File: src/bcc_pkg.sv
// shared constants, operation codes and divider handshake types for the coulomb counter
`timescale 1ns / 1ps
`default_nettype none
package bcc_pkg;

   // operation codes carried in the request tuser
   localparam logic [2:0] OP_INIT    = 3'd0;
   localparam logic [2:0] OP_CURRENT = 3'd1;
   localparam logic [2:0] OP_SOC     = 3'd2;
   localparam logic [2:0] OP_RUNTIME = 3'd3;
   localparam logic [2:0] OP_VOLTAGE = 3'd4;

   // field widths
   localparam int OP_W      = 3;
   localparam int SAMPLE_W  = 12;
   localparam int AMPS_W    = 10;
   localparam int PEAK_W    = 9;
   localparam int PCT_W     = 7;
   localparam int MIN_W     = 24;
   localparam int VOLTS_W   = 8;
   localparam int CFG_W     = 32;

   localparam int REQ_DATA_W = ((SAMPLE_W + 7) / 8) * 8;
   localparam int RSP_BITS   = AMPS_W + PEAK_W + PCT_W + MIN_W + VOLTS_W;
   localparam int RSP_DATA_W = ((RSP_BITS + 7) / 8) * 8;

   // state widths
   localparam int ACC_W = 40;
   localparam int REM_W = 48;
   localparam int DIV_W = (ACC_W > REM_W) ? ACC_W : REM_W;
   localparam int CNT_W = $clog2(DIV_W);

   // arithmetic constants
   localparam int AMPS_GAIN   = 1612;
   localparam int AMPS_OFFSET = 3200000;
   localparam int AMPS_DIV    = 7600;
   localparam int SOC_DIV     = 1000;
   localparam int PCT_DIV     = 100;
   localparam int AVG_DIV     = 100;
   localparam int MIN_DIV     = 60000;
   localparam int VOLT_DIV    = 100;
   localparam int PCT_MAX     = 100;
   localparam int MIN_MAX     = 16777215;
   localparam logic [CFG_W-1:0] CAPACITY_RESET = 32'd3600000;

   typedef struct packed {
      logic             start;
      logic [DIV_W-1:0] dividend;
      logic [DIV_W-1:0] divisor;
   } div_req_type;

   typedef struct packed {
      logic             done;
      logic [DIV_W-1:0] quotient;
   } div_rsp_type;

endpackage
`default_nettype wire

File: src/bcc_divider.sv
// restoring unsigned divider, one quotient bit per cycle
`timescale 1ns / 1ps
`default_nettype none
module bcc_divider (
   input  wire logic               clock,
   input  wire logic               reset,
   input  wire bcc_pkg::div_req_type div_req,
   output bcc_pkg::div_rsp_type    div_rsp
);

   logic                          busy_ff, busy_in;
   logic                          done_ff, done_in;
   logic [bcc_pkg::CNT_W-1:0]     cnt_ff, cnt_in;
   logic [bcc_pkg::DIV_W-1:0]     part_ff, part_in;
   logic [bcc_pkg::DIV_W-1:0]     quo_ff, quo_in;
   logic [bcc_pkg::DIV_W-1:0]     dsr_ff, dsr_in;
   logic [bcc_pkg::DIV_W:0]       trial;

   assign trial = {part_ff, quo_ff[bcc_pkg::DIV_W-1]} - {1'b0, dsr_ff};

   always_comb begin
      busy_in = busy_ff;
      done_in = 1'b0;
      cnt_in  = cnt_ff;
      part_in = part_ff;
      quo_in  = quo_ff;
      dsr_in  = dsr_ff;
      if (div_req.start) begin
         busy_in = 1'b1;
         cnt_in  = '0;
         part_in = '0;
         quo_in  = div_req.dividend;
         dsr_in  = div_req.divisor;
      end else if (busy_ff) begin
         if (!trial[bcc_pkg::DIV_W]) begin
            part_in = trial[bcc_pkg::DIV_W-1:0];
            quo_in  = {quo_ff[bcc_pkg::DIV_W-2:0], 1'b1};
         end else begin
            part_in = {part_ff[bcc_pkg::DIV_W-2:0], quo_ff[bcc_pkg::DIV_W-1]};
            quo_in  = {quo_ff[bcc_pkg::DIV_W-2:0], 1'b0};
         end
         cnt_in = cnt_ff + bcc_pkg::CNT_W'(1);
         if (cnt_ff == bcc_pkg::CNT_W'(bcc_pkg::DIV_W - 1)) begin
            busy_in = 1'b0;
            done_in = 1'b1;
         end
      end
   end

   always_ff @(posedge clock) begin
      if (reset) begin
         busy_ff <= 1'b0;
         done_ff <= 1'b0;
      end else begin
         busy_ff <= busy_in;
         done_ff <= done_in;
      end
   end

   always_ff @(posedge clock) begin
      cnt_ff  <= cnt_in;
      part_ff <= part_in;
      quo_ff  <= quo_in;
      dsr_ff  <= dsr_in;
   end

   assign div_rsp.done     = done_ff;
   assign div_rsp.quotient = quo_ff;

endmodule
`default_nettype wire

File: src/battery_coulomb_counter_unit.sv
// coulomb counting fuel gauge: sequencer, gauge state and result register
// init and unknown operations need no division; voltage and current need one, soc update two or three,
// runtime query one or three, run one after another
// a division is issued to the shared serial divider, which forms the 48-bit quotient, and handed back
// one item at a time; the next is taken in the cycle after its result enters the free output register
// reset is synchronous: capacity register to 3600000, gauge state cleared, charge reloaded
`timescale 1ns / 1ps
`default_nettype none
module battery_coulomb_counter_unit (
   input  wire logic                              clock,
   input  wire logic                              reset,
   input  wire logic                              req_tvalid,
   output logic                                   req_tready,
   input  wire logic [bcc_pkg::REQ_DATA_W-1:0]    req_tdata,  // sample
   input  wire logic [bcc_pkg::OP_W-1:0]          req_tuser,  // operation
   output logic                                   rsp_tvalid,
   input  wire logic                              rsp_tready,
   output logic [bcc_pkg::RSP_DATA_W-1:0]         rsp_tdata,  // amps, peak_amps, charge_percent, minutes, volts
   output logic                                   rsp_tuser,  // minutes_valid
   input  wire logic                              csr_valid,
   output logic                                   csr_ready,
   input  wire logic [bcc_pkg::CFG_W-1:0]         csr_wdata   // capacity
);

   localparam int AMPS_W = bcc_pkg::AMPS_W;
   localparam int ACC_W  = bcc_pkg::ACC_W;
   localparam int REM_W  = bcc_pkg::REM_W;
   localparam int DIV_W  = bcc_pkg::DIV_W;
   localparam int R_W    = DIV_W + 2;
   localparam int PROD_W = bcc_pkg::SAMPLE_W + 11;
   localparam int VOLT_W = bcc_pkg::SAMPLE_W + 2;
   localparam int INC_W  = AMPS_W + 4;
   localparam int PAD_W  = bcc_pkg::RSP_DATA_W - bcc_pkg::RSP_BITS;

   localparam logic [3:0] ST_IDLE    = 4'd0;
   localparam logic [3:0] ST_CUR_DIV = 4'd1;
   localparam logic [3:0] ST_CUR_ACC = 4'd2;
   localparam logic [3:0] ST_SOC_D1  = 4'd3;
   localparam logic [3:0] ST_SOC_D2  = 4'd4;
   localparam logic [3:0] ST_SOC_D3  = 4'd5;
   localparam logic [3:0] ST_RUN_D1  = 4'd6;
   localparam logic [3:0] ST_RUN_D2  = 4'd7;
   localparam logic [3:0] ST_RUN_D3  = 4'd8;
   localparam logic [3:0] ST_VOLT_D  = 4'd9;
   localparam logic [3:0] ST_OUT     = 4'd10;

   localparam logic signed [R_W-1:0] R_MAX =
      {{(R_W - REM_W + 1){1'b0}}, {(REM_W - 1){1'b1}}};
   localparam logic signed [R_W-1:0] R_MIN =
      {{(R_W - REM_W + 1){1'b1}}, {(REM_W - 1){1'b0}}};
   localparam logic signed [REM_W-1:0] REM_MAX = {1'b0, {(REM_W - 1){1'b1}}};
   localparam logic signed [REM_W-1:0] REM_MIN = {1'b1, {(REM_W - 1){1'b0}}};
   localparam logic signed [ACC_W-1:0] ACC_MAX = {1'b0, {(ACC_W - 1){1'b1}}};
   localparam logic signed [ACC_W-1:0] ACC_MIN = {1'b1, {(ACC_W - 1){1'b0}}};

   // control
   logic [3:0]                       state_ff, state_in;
   logic                             rsp_valid_ff, rsp_valid_in;
   bcc_pkg::div_req_type             div_req_ff, div_req_in;
   bcc_pkg::div_rsp_type             div_rsp;

   // gauge state
   logic [bcc_pkg::CFG_W-1:0]        full_ff, full_in;
   logic signed [AMPS_W-1:0]         prev_ff, prev_in;
   logic [bcc_pkg::PEAK_W-1:0]       peak_ff, peak_in;
   logic signed [ACC_W-1:0]          acc_ff, acc_in;
   logic signed [REM_W-1:0]          rem_ff, rem_in;
   logic [bcc_pkg::PCT_W-1:0]        pct_ff, pct_in;

   // per item working values
   logic                             neg_ff, neg_in;
   logic signed [AMPS_W-1:0]         amps_ff, amps_in;
   logic [bcc_pkg::MIN_W-1:0]        min_ff, min_in;
   logic                             mvalid_ff, mvalid_in;
   logic [bcc_pkg::VOLTS_W-1:0]      volts_ff, volts_in;
   logic [bcc_pkg::RSP_DATA_W-1:0]   rsp_data_ff, rsp_data_in;
   logic                             rsp_user_ff, rsp_user_in;

   // datapath
   logic [bcc_pkg::SAMPLE_W-1:0]     sample;
   logic [PROD_W-1:0]                cur_prod;
   logic signed [PROD_W:0]           cur_num;
   logic [PROD_W-1:0]                cur_mag;
   logic [ACC_W-1:0]                 acc_mag;
   logic [VOLT_W-1:0]                volt_sum;
   logic [AMPS_W-1:0]                q_amps;
   logic signed [AMPS_W:0]           pair_sum;
   logic signed [AMPS_W:0]           half;
   logic signed [INC_W-1:0]          inc;
   logic signed [ACC_W:0]            acc_sum;
   logic signed [ACC_W-1:0]          acc_sat;
   logic [AMPS_W-1:0]                amps_abs;
   logic signed [R_W-1:0]            rem_ext;
   logic signed [R_W-1:0]            soc_r;
   logic signed [REM_W-1:0]          soc_sat;
   logic                             rem_pos;

   bcc_divider u_div (
      .clock   (clock),
      .reset   (reset),
      .div_req (div_req_ff),
      .div_rsp (div_rsp)
   );

   assign sample   = req_tdata[bcc_pkg::SAMPLE_W-1:0];
   assign cur_prod = PROD_W'(sample) * PROD_W'(bcc_pkg::AMPS_GAIN);
   assign cur_num  = $signed({1'b0, cur_prod}) - $signed((PROD_W + 1)'(bcc_pkg::AMPS_OFFSET));
   assign cur_mag  = cur_num[PROD_W] ? PROD_W'(-cur_num) : cur_num[PROD_W-1:0];
   assign acc_mag  = acc_ff[ACC_W-1] ? ACC_W'(-acc_ff) : ACC_W'(acc_ff);
   assign volt_sum = (VOLT_W'(sample) << 1) + VOLT_W'(sample) + VOLT_W'(sample >> 2);

   assign q_amps   = div_rsp.quotient[AMPS_W-1:0];
   assign pair_sum = (AMPS_W + 1)'(prev_ff) + (AMPS_W + 1)'(amps_ff);
   assign half     = pair_sum[AMPS_W] ? ((pair_sum + (AMPS_W + 1)'(1)) >>> 1)
                                      : (pair_sum >>> 1);
   assign inc      = (INC_W'(half) <<< 3) + (INC_W'(half) <<< 1);
   assign acc_sum  = (ACC_W + 1)'(acc_ff) + (ACC_W + 1)'(inc);
   assign acc_sat  = (acc_sum[ACC_W] != acc_sum[ACC_W-1]) ?
                     (acc_sum[ACC_W] ? ACC_MIN : ACC_MAX) : acc_sum[ACC_W-1:0];
   assign amps_abs = amps_ff[AMPS_W-1] ? AMPS_W'(-amps_ff) : AMPS_W'(amps_ff);

   assign rem_ext  = R_W'(rem_ff);
   assign soc_r    = neg_ff ? rem_ext + $signed(R_W'(div_rsp.quotient))
                            : rem_ext - $signed(R_W'(div_rsp.quotient));
   assign soc_sat  = (soc_r > R_MAX) ? REM_MAX :
                     (soc_r < R_MIN) ? REM_MIN : soc_r[REM_W-1:0];
   assign rem_pos  = !rem_ff[REM_W-1] && (rem_ff != '0);

   always_comb begin
      state_in      = state_ff;
      rsp_valid_in  = rsp_valid_ff && !rsp_tready;
      div_req_in    = div_req_ff;
      div_req_in.start = 1'b0;
      full_in       = full_ff;
      prev_in       = prev_ff;
      peak_in       = peak_ff;
      acc_in        = acc_ff;
      rem_in        = rem_ff;
      pct_in        = pct_ff;
      neg_in        = neg_ff;
      amps_in       = amps_ff;
      min_in        = min_ff;
      mvalid_in     = mvalid_ff;
      volts_in      = volts_ff;
      rsp_data_in   = rsp_data_ff;
      rsp_user_in   = rsp_user_ff;

      if (csr_valid) begin
         full_in = csr_wdata;
      end

      unique case (state_ff)
         ST_IDLE: begin
            if (req_tvalid) begin
               amps_in   = '0;
               min_in    = '0;
               mvalid_in = 1'b0;
               volts_in  = '0;
               unique case (req_tuser)
                  bcc_pkg::OP_INIT: begin
                     prev_in  = '0;
                     peak_in  = '0;
                     acc_in   = '0;
                     rem_in   = REM_W'(full_ff);
                     pct_in   = '0;
                     state_in = ST_OUT;
                  end
                  bcc_pkg::OP_CURRENT: begin
                     neg_in              = cur_num[PROD_W];
                     div_req_in.start    = 1'b1;
                     div_req_in.dividend = DIV_W'(cur_mag);
                     div_req_in.divisor  = DIV_W'(bcc_pkg::AMPS_DIV);
                     state_in            = ST_CUR_DIV;
                  end
                  bcc_pkg::OP_SOC: begin
                     neg_in              = acc_ff[ACC_W-1];
                     div_req_in.start    = 1'b1;
                     div_req_in.dividend = DIV_W'(acc_mag);
                     div_req_in.divisor  = DIV_W'(bcc_pkg::SOC_DIV);
                     state_in            = ST_SOC_D1;
                  end
                  bcc_pkg::OP_RUNTIME: begin
                     neg_in              = acc_ff[ACC_W-1];
                     div_req_in.start    = 1'b1;
                     div_req_in.dividend = DIV_W'(acc_mag);
                     div_req_in.divisor  = DIV_W'(bcc_pkg::AVG_DIV);
                     state_in            = ST_RUN_D1;
                  end
                  bcc_pkg::OP_VOLTAGE: begin
                     div_req_in.start    = 1'b1;
                     div_req_in.dividend = DIV_W'(volt_sum);
                     div_req_in.divisor  = DIV_W'(bcc_pkg::VOLT_DIV);
                     state_in            = ST_VOLT_D;
                  end
                  default: begin
                     state_in = ST_OUT;
                  end
               endcase
            end
         end
         ST_CUR_DIV: begin
            if (div_rsp.done) begin
               amps_in  = neg_ff ? -$signed(q_amps) : $signed(q_amps);
               state_in = ST_CUR_ACC;
            end
         end
         ST_CUR_ACC: begin
            acc_in  = acc_sat;
            prev_in = amps_ff;
            if (amps_abs[bcc_pkg::PEAK_W-1:0] > peak_ff) begin
               peak_in = amps_abs[bcc_pkg::PEAK_W-1:0];
            end
            state_in = ST_OUT;
         end
         ST_SOC_D1: begin
            if (div_rsp.done) begin
               rem_in              = soc_sat;
               acc_in              = '0;
               div_req_in.start    = 1'b1;
               div_req_in.dividend = DIV_W'(full_ff);
               div_req_in.divisor  = DIV_W'(bcc_pkg::PCT_DIV);
               state_in            = ST_SOC_D2;
            end
         end
         ST_SOC_D2: begin
            if (div_rsp.done) begin
               if (!rem_pos) begin
                  pct_in   = '0;
                  state_in = ST_OUT;
               end else if (div_rsp.quotient == '0) begin
                  pct_in   = bcc_pkg::PCT_W'(bcc_pkg::PCT_MAX);
                  state_in = ST_OUT;
               end else begin
                  div_req_in.start    = 1'b1;
                  div_req_in.dividend = DIV_W'(unsigned'(rem_ff));
                  div_req_in.divisor  = div_rsp.quotient;
                  state_in            = ST_SOC_D3;
               end
            end
         end
         ST_SOC_D3: begin
            if (div_rsp.done) begin
               pct_in = (div_rsp.quotient > DIV_W'(bcc_pkg::PCT_MAX)) ?
                        bcc_pkg::PCT_W'(bcc_pkg::PCT_MAX) :
                        div_rsp.quotient[bcc_pkg::PCT_W-1:0];
               state_in = ST_OUT;
            end
         end
         ST_RUN_D1: begin
            if (div_rsp.done) begin
               if (neg_ff || div_rsp.quotient == '0) begin
                  state_in = ST_OUT;
               end else if (!rem_pos) begin
                  mvalid_in = 1'b1;
                  state_in  = ST_OUT;
               end else begin
                  mvalid_in           = 1'b1;
                  div_req_in.start    = 1'b1;
                  div_req_in.dividend = DIV_W'(unsigned'(rem_ff));
                  div_req_in.divisor  = div_rsp.quotient;
                  state_in            = ST_RUN_D2;
               end
            end
         end
         ST_RUN_D2: begin
            if (div_rsp.done) begin
               div_req_in.start    = 1'b1;
               div_req_in.dividend = div_rsp.quotient;
               div_req_in.divisor  = DIV_W'(bcc_pkg::MIN_DIV);
               state_in            = ST_RUN_D3;
            end
         end
         ST_RUN_D3: begin
            if (div_rsp.done) begin
               min_in = (div_rsp.quotient > DIV_W'(bcc_pkg::MIN_MAX)) ?
                        bcc_pkg::MIN_W'(bcc_pkg::MIN_MAX) :
                        div_rsp.quotient[bcc_pkg::MIN_W-1:0];
               state_in = ST_OUT;
            end
         end
         ST_VOLT_D: begin
            if (div_rsp.done) begin
               volts_in = div_rsp.quotient[bcc_pkg::VOLTS_W-1:0];
               state_in = ST_OUT;
            end
         end
         ST_OUT: begin
            if (!rsp_valid_ff || rsp_tready) begin
               rsp_valid_in = 1'b1;
               rsp_data_in  = {{PAD_W{1'b0}}, volts_ff, min_ff, pct_ff, peak_ff,
                               unsigned'(amps_ff)};
               rsp_user_in  = mvalid_ff;
               state_in     = ST_IDLE;
            end
         end
         default: begin
            state_in = ST_IDLE;
         end
      endcase
   end

   always_ff @(posedge clock) begin
      if (reset) begin
         state_ff     <= ST_IDLE;
         rsp_valid_ff <= 1'b0;
         div_req_ff   <= '0;
         full_ff      <= bcc_pkg::CAPACITY_RESET;
         prev_ff      <= '0;
         peak_ff      <= '0;
         acc_ff       <= '0;
         rem_ff       <= REM_W'(bcc_pkg::CAPACITY_RESET);
         pct_ff       <= '0;
      end else begin
         state_ff     <= state_in;
         rsp_valid_ff <= rsp_valid_in;
         div_req_ff   <= div_req_in;
         full_ff      <= full_in;
         prev_ff      <= prev_in;
         peak_ff      <= peak_in;
         acc_ff       <= acc_in;
         rem_ff       <= rem_in;
         pct_ff       <= pct_in;
      end
   end

   always_ff @(posedge clock) begin
      neg_ff      <= neg_in;
      amps_ff     <= amps_in;
      min_ff      <= min_in;
      mvalid_ff   <= mvalid_in;
      volts_ff    <= volts_in;
      rsp_data_ff <= rsp_data_in;
      rsp_user_ff <= rsp_user_in;
   end

   assign req_tready = (state_ff == ST_IDLE);
   assign rsp_tvalid = rsp_valid_ff;
   assign rsp_tdata  = rsp_data_ff;
   assign rsp_tuser  = rsp_user_ff;
   assign csr_ready  = 1'b1;

endmodule
`default_nettype wire

File: config.mk
export PLATFORM = sky130hd
export DESIGN_NAME = battery_coulomb_counter_unit
export DESIGN_NICKNAME = d
export VERILOG_FILES = /design/src/bcc_pkg.sv /design/src/bcc_divider.sv /design/src/battery_coulomb_counter_unit.sv
export SDC_FILE = /design/constraint.sdc
export NUM_CORES = 2
export LEC_CHECK = 0
export ABC_AREA = 1
export ABC_CLOCK_PERIOD_IN_PS = 14900
export BUFFER_PORTS_ARGS = -buffer_cell sky130_fd_sc_hd__buf_4
export CORE_MARGIN = 2
export CORE_UTILIZATION = 30
export CTS_CLUSTER_DIAMETER = 30
export DETAILED_ROUTE_END_ITERATION = 10
export HOLD_SLACK_MARGIN = 0.02
export PLACE_DENSITY = 0.54
export REMOVE_ABC_BUFFERS = 1
export SETUP_SLACK_MARGIN = 0.1
export SYNTH_ARGS = -nofsm -noshare
export SYNTH_HDL_FRONTEND = slang
export SYNTH_SLANG_ARGS = --single-unit
File: constraint.sdc
create_clock -name clock -period 14.9 [get_ports clock]
set_input_delay 2.98 -clock clock [delete_from_list [all_inputs] [get_ports clock]]
set_output_delay 2.98 -clock clock [all_outputs]
set_load 0.02 [all_outputs]
==> out/results.tsv <==
metric	value	unit
critical path required time	15.48	ns
asr flop ratio synth	0	%
CP max stage delay	0.54	ns
maxcap violations	0	
via count	34400	
FF-to-FF path depth	38	
PD cells	219	mW/mm^2
Worst-path clk slew	0.05	ns
routed wire length	124000	um
global-route wire length before repair	190000	um
reg-to-reg startpoint	amps_ff[0]	
Worst Hold End	rsp_tdata[28]	
crit-path max FO	38	
unrepaired setup endpoints after global routing	false	
CTS tree	yes	
Final Hold Fails	0	
Max Buffers Root-to-Sink	3	
CTS buffer count	112	
number of core rows	126	
Layout Nets	5490	
Warnings, synthesis	0	
Iteration-0 DRC Markers	2674	
htree depth	3	
hold path depth	0	
Clock Latency Late Sink	0.72	ns
Post-CTS Setup Inserts	0	
Setup crit end kind	flip-flop	
layout overhead on the synthesized area	18.0	%
Slew @ Worst Pin	1.25	ns
Final Power	9.27	mW
number of synthesized register bits	503	
post_cts resized	0	
# IOs	124	
DRC	0	
1st-pass router iterations	5	
Setup-failing EPs final	0	
Hold Crit Start	min_ff[2]	
slowest stage cell, crit path	xor2_1	
fin crit share	54.6	%
synthesized area per cell	7.11	um^2
Peak supply drop	175	uV
Die Y	350	um
cell count after synthesis	5056	
Max Slew Vio Count	0	
skew final	0.0770	ns
fillers	12600	
Starting Density	30.3	%
vias in the first global route	33500	
Main synth FF type	dfxtp_1	
gr usage total	19.8	%
max frequency	0.123	GHz
core area	0.118	mm^2
total gr overflow	0	
Via density	5.01	
Routed Antenna Nets	0	
sequential area share after synthesis	33.6	%
unique cell type count in the Yosys netlist	62	
fin crit period	8.13	ns
gpl congestion	0.983	
largest net degree at the start of global routing	81	
leak pwr	18.1	nW
Critical Path AT	8.71	ns
reg2reg setup slack	6.77	ns
crit start category	flip-flop	
die width	350	um
CP Class	reg2reg	
antenna violations before repair	6	
Die Footprint	0.123	mm^2
setup TNS	0	ns
post-DP HPWL	94300	um
clock sinks	503	
Buffers on Ports	112	
capturing point of the worst reg2reg path	acc_ff[30]	
Root Buffer	clkbuf_16	
synthesized area	0.0359	mm^2
hold_buf cts	0	
share of cells above drive strength 1	7.58	%
Hold/Removal Path Class	reg2reg	
status	completed	
relative slew slack	15.7	%
Post-synth EDFFs	199	
routed len/inst	18.0	um
==> kinds of logic (layout without fill, tap and decap cells) <==
kind of cell / Yosys count / after routing / share of synthesized area [%]
buf+inv: 825 / 1016 / 9.05
flops: 503 / 503 / 33.6
compound gates: 1255 / 1255 / 19.2
other cells: 2 / 8 / 0.0209
fa+ha+maj: 281 / 281 / 10.6
xor+xnor: 190 / 190 / 4.65
mux: 4 / 4 / 0.125
simple gates: 1996 / 1996 / 22.8
==> power by group <==
group,switching (mW),internal [mW],total [mW]
clock network,0.889,1.73,2.61
registers,0.292,1.76,2.06
logic,3.13,1.47,4.60
==> sequential cells by signal, summed over array words and instances, names as in the netlist, 4 cells and up <==
register,flops
div_req_ff,97
rsp_tdata,58
rem_ff,48
u_div.dsr_ff,48
u_div.part_ff,48
u_div.quo_ff,48
acc_ff,40
full_ff,32
min_ff,24
amps_ff,10
prev_ff,10
peak_ff,9
volts_ff,8
pct_ff,7
u_div.cnt_ff,6
state_ff,4
==> cells in the final DEF, fill, tap and decap left out, types with 19 or more instances in the layout <==
master     instances
a21oi_1          590
a221oi_1          22
a31oi_1           51
buf_4            147
clkbuf_16        112
dfxtp_1          303
edfxtp_1         199
fa_1              37
ha_1             244
inv_1            638
nand2_1         1189
nand3_1          212
nand4_1           35
nor2_1           422
nor3_1            49
nor4_1            38
o211ai_1          36
o21ai_0          397
o21bai_1          20
o221ai_1          19
xnor2_1           58
xor2_1           131
==> routing by layer <==
metal  GRT usage, %  up-vias  wire length (um)
li1               -    17200                 -
met1           26.6    16100             56900
met2           32.0      855             55300
met3           3.33      221              6890
met4           7.04        2              4340
met5              0        -                13
==> critical path, delay by kind of cell, from the launching register on <==
family / cells / cell delay [ns]
AND/OR/NAND/NOR: 9 / 0.87
flip-flops: 1 / 0.49
buffers and inverters: 7 / 1.24
adder cells (fa/ha/maj): 5 / 1.76
AO/OA/AOI/OAI: 14 / 2.54
XOR/XNOR: 3 / 1.13
==> stage by stage <==
| stage | setup slack, ns | utilization, % | hold WS [ns] | area (um^2) | cells |
|---|---|---|---|---|---|
| floorplan | 7.05 | - | 0.400 | 35100 | 4891 |
| global placement | 6.37 | 32.4 | 0.403 | 38300 | 6639 |
| detailed placement | 6.39 | 32.4 | 0.406 | 38300 | 6639 |
| CTS | 6.85 | 35.8 | 0.419 | 42400 | 6852 |
| global route | 6.26 | 35.8 | 0.425 | 42400 | 6852 |
| finish | 6.77 | 35.8 | 0.417 | 42400 | 6853 |
==> area by class of cell <==
cell class	instances	area [um^2]	area share, %
clock inverter	82	1160	2.74
sequential	503	12100	28.5
multi-input combinational	3733	20700	48.8
antenna	1	2.50	0.00590
tap	1600	2000	4.72
inverter	655	2460	5.80
timing repair buffer	148	1110	2.63
clock buffer	131	2920	6.90
==> Yosys cell counts (38+ instances only) <==
cell,n,area [um^2]
ha_1,244,3050
a21oi_1,592,2960
clkbuf_1,115,432
edfxtp_1,199,5980
nor3_1,50,250
xor2_1,131,1150
nand2_1,1191,4470
nor4_1,38,238
xnor2_1,58,508
o21ai_0,398,1990
nand3_1,212,1060
nor2_1,426,1600
inv_1,641,2410
dfxtp_1,304,6090
a31oi_1,51,319
==> worst max path at each step <==
stage | from | to | slack [ns] | cells past startpoint
floorplan | amps_ff[0] | acc_ff[14] | 7.05 | 38
global placement | req_tdata[4] | div_req_ff[66] | 6.37 | 25
detailed placement | req_tdata[4] | div_req_ff[66] | 6.39 | 25
CTS | amps_ff[0] | acc_ff[30] | 6.85 | 38
global route | amps_ff[0] | acc_ff[6] | 6.26 | 38
finish | amps_ff[0] | acc_ff[30] | 6.77 | 38
Note: power is estimated with default switching activity, not from simulation.
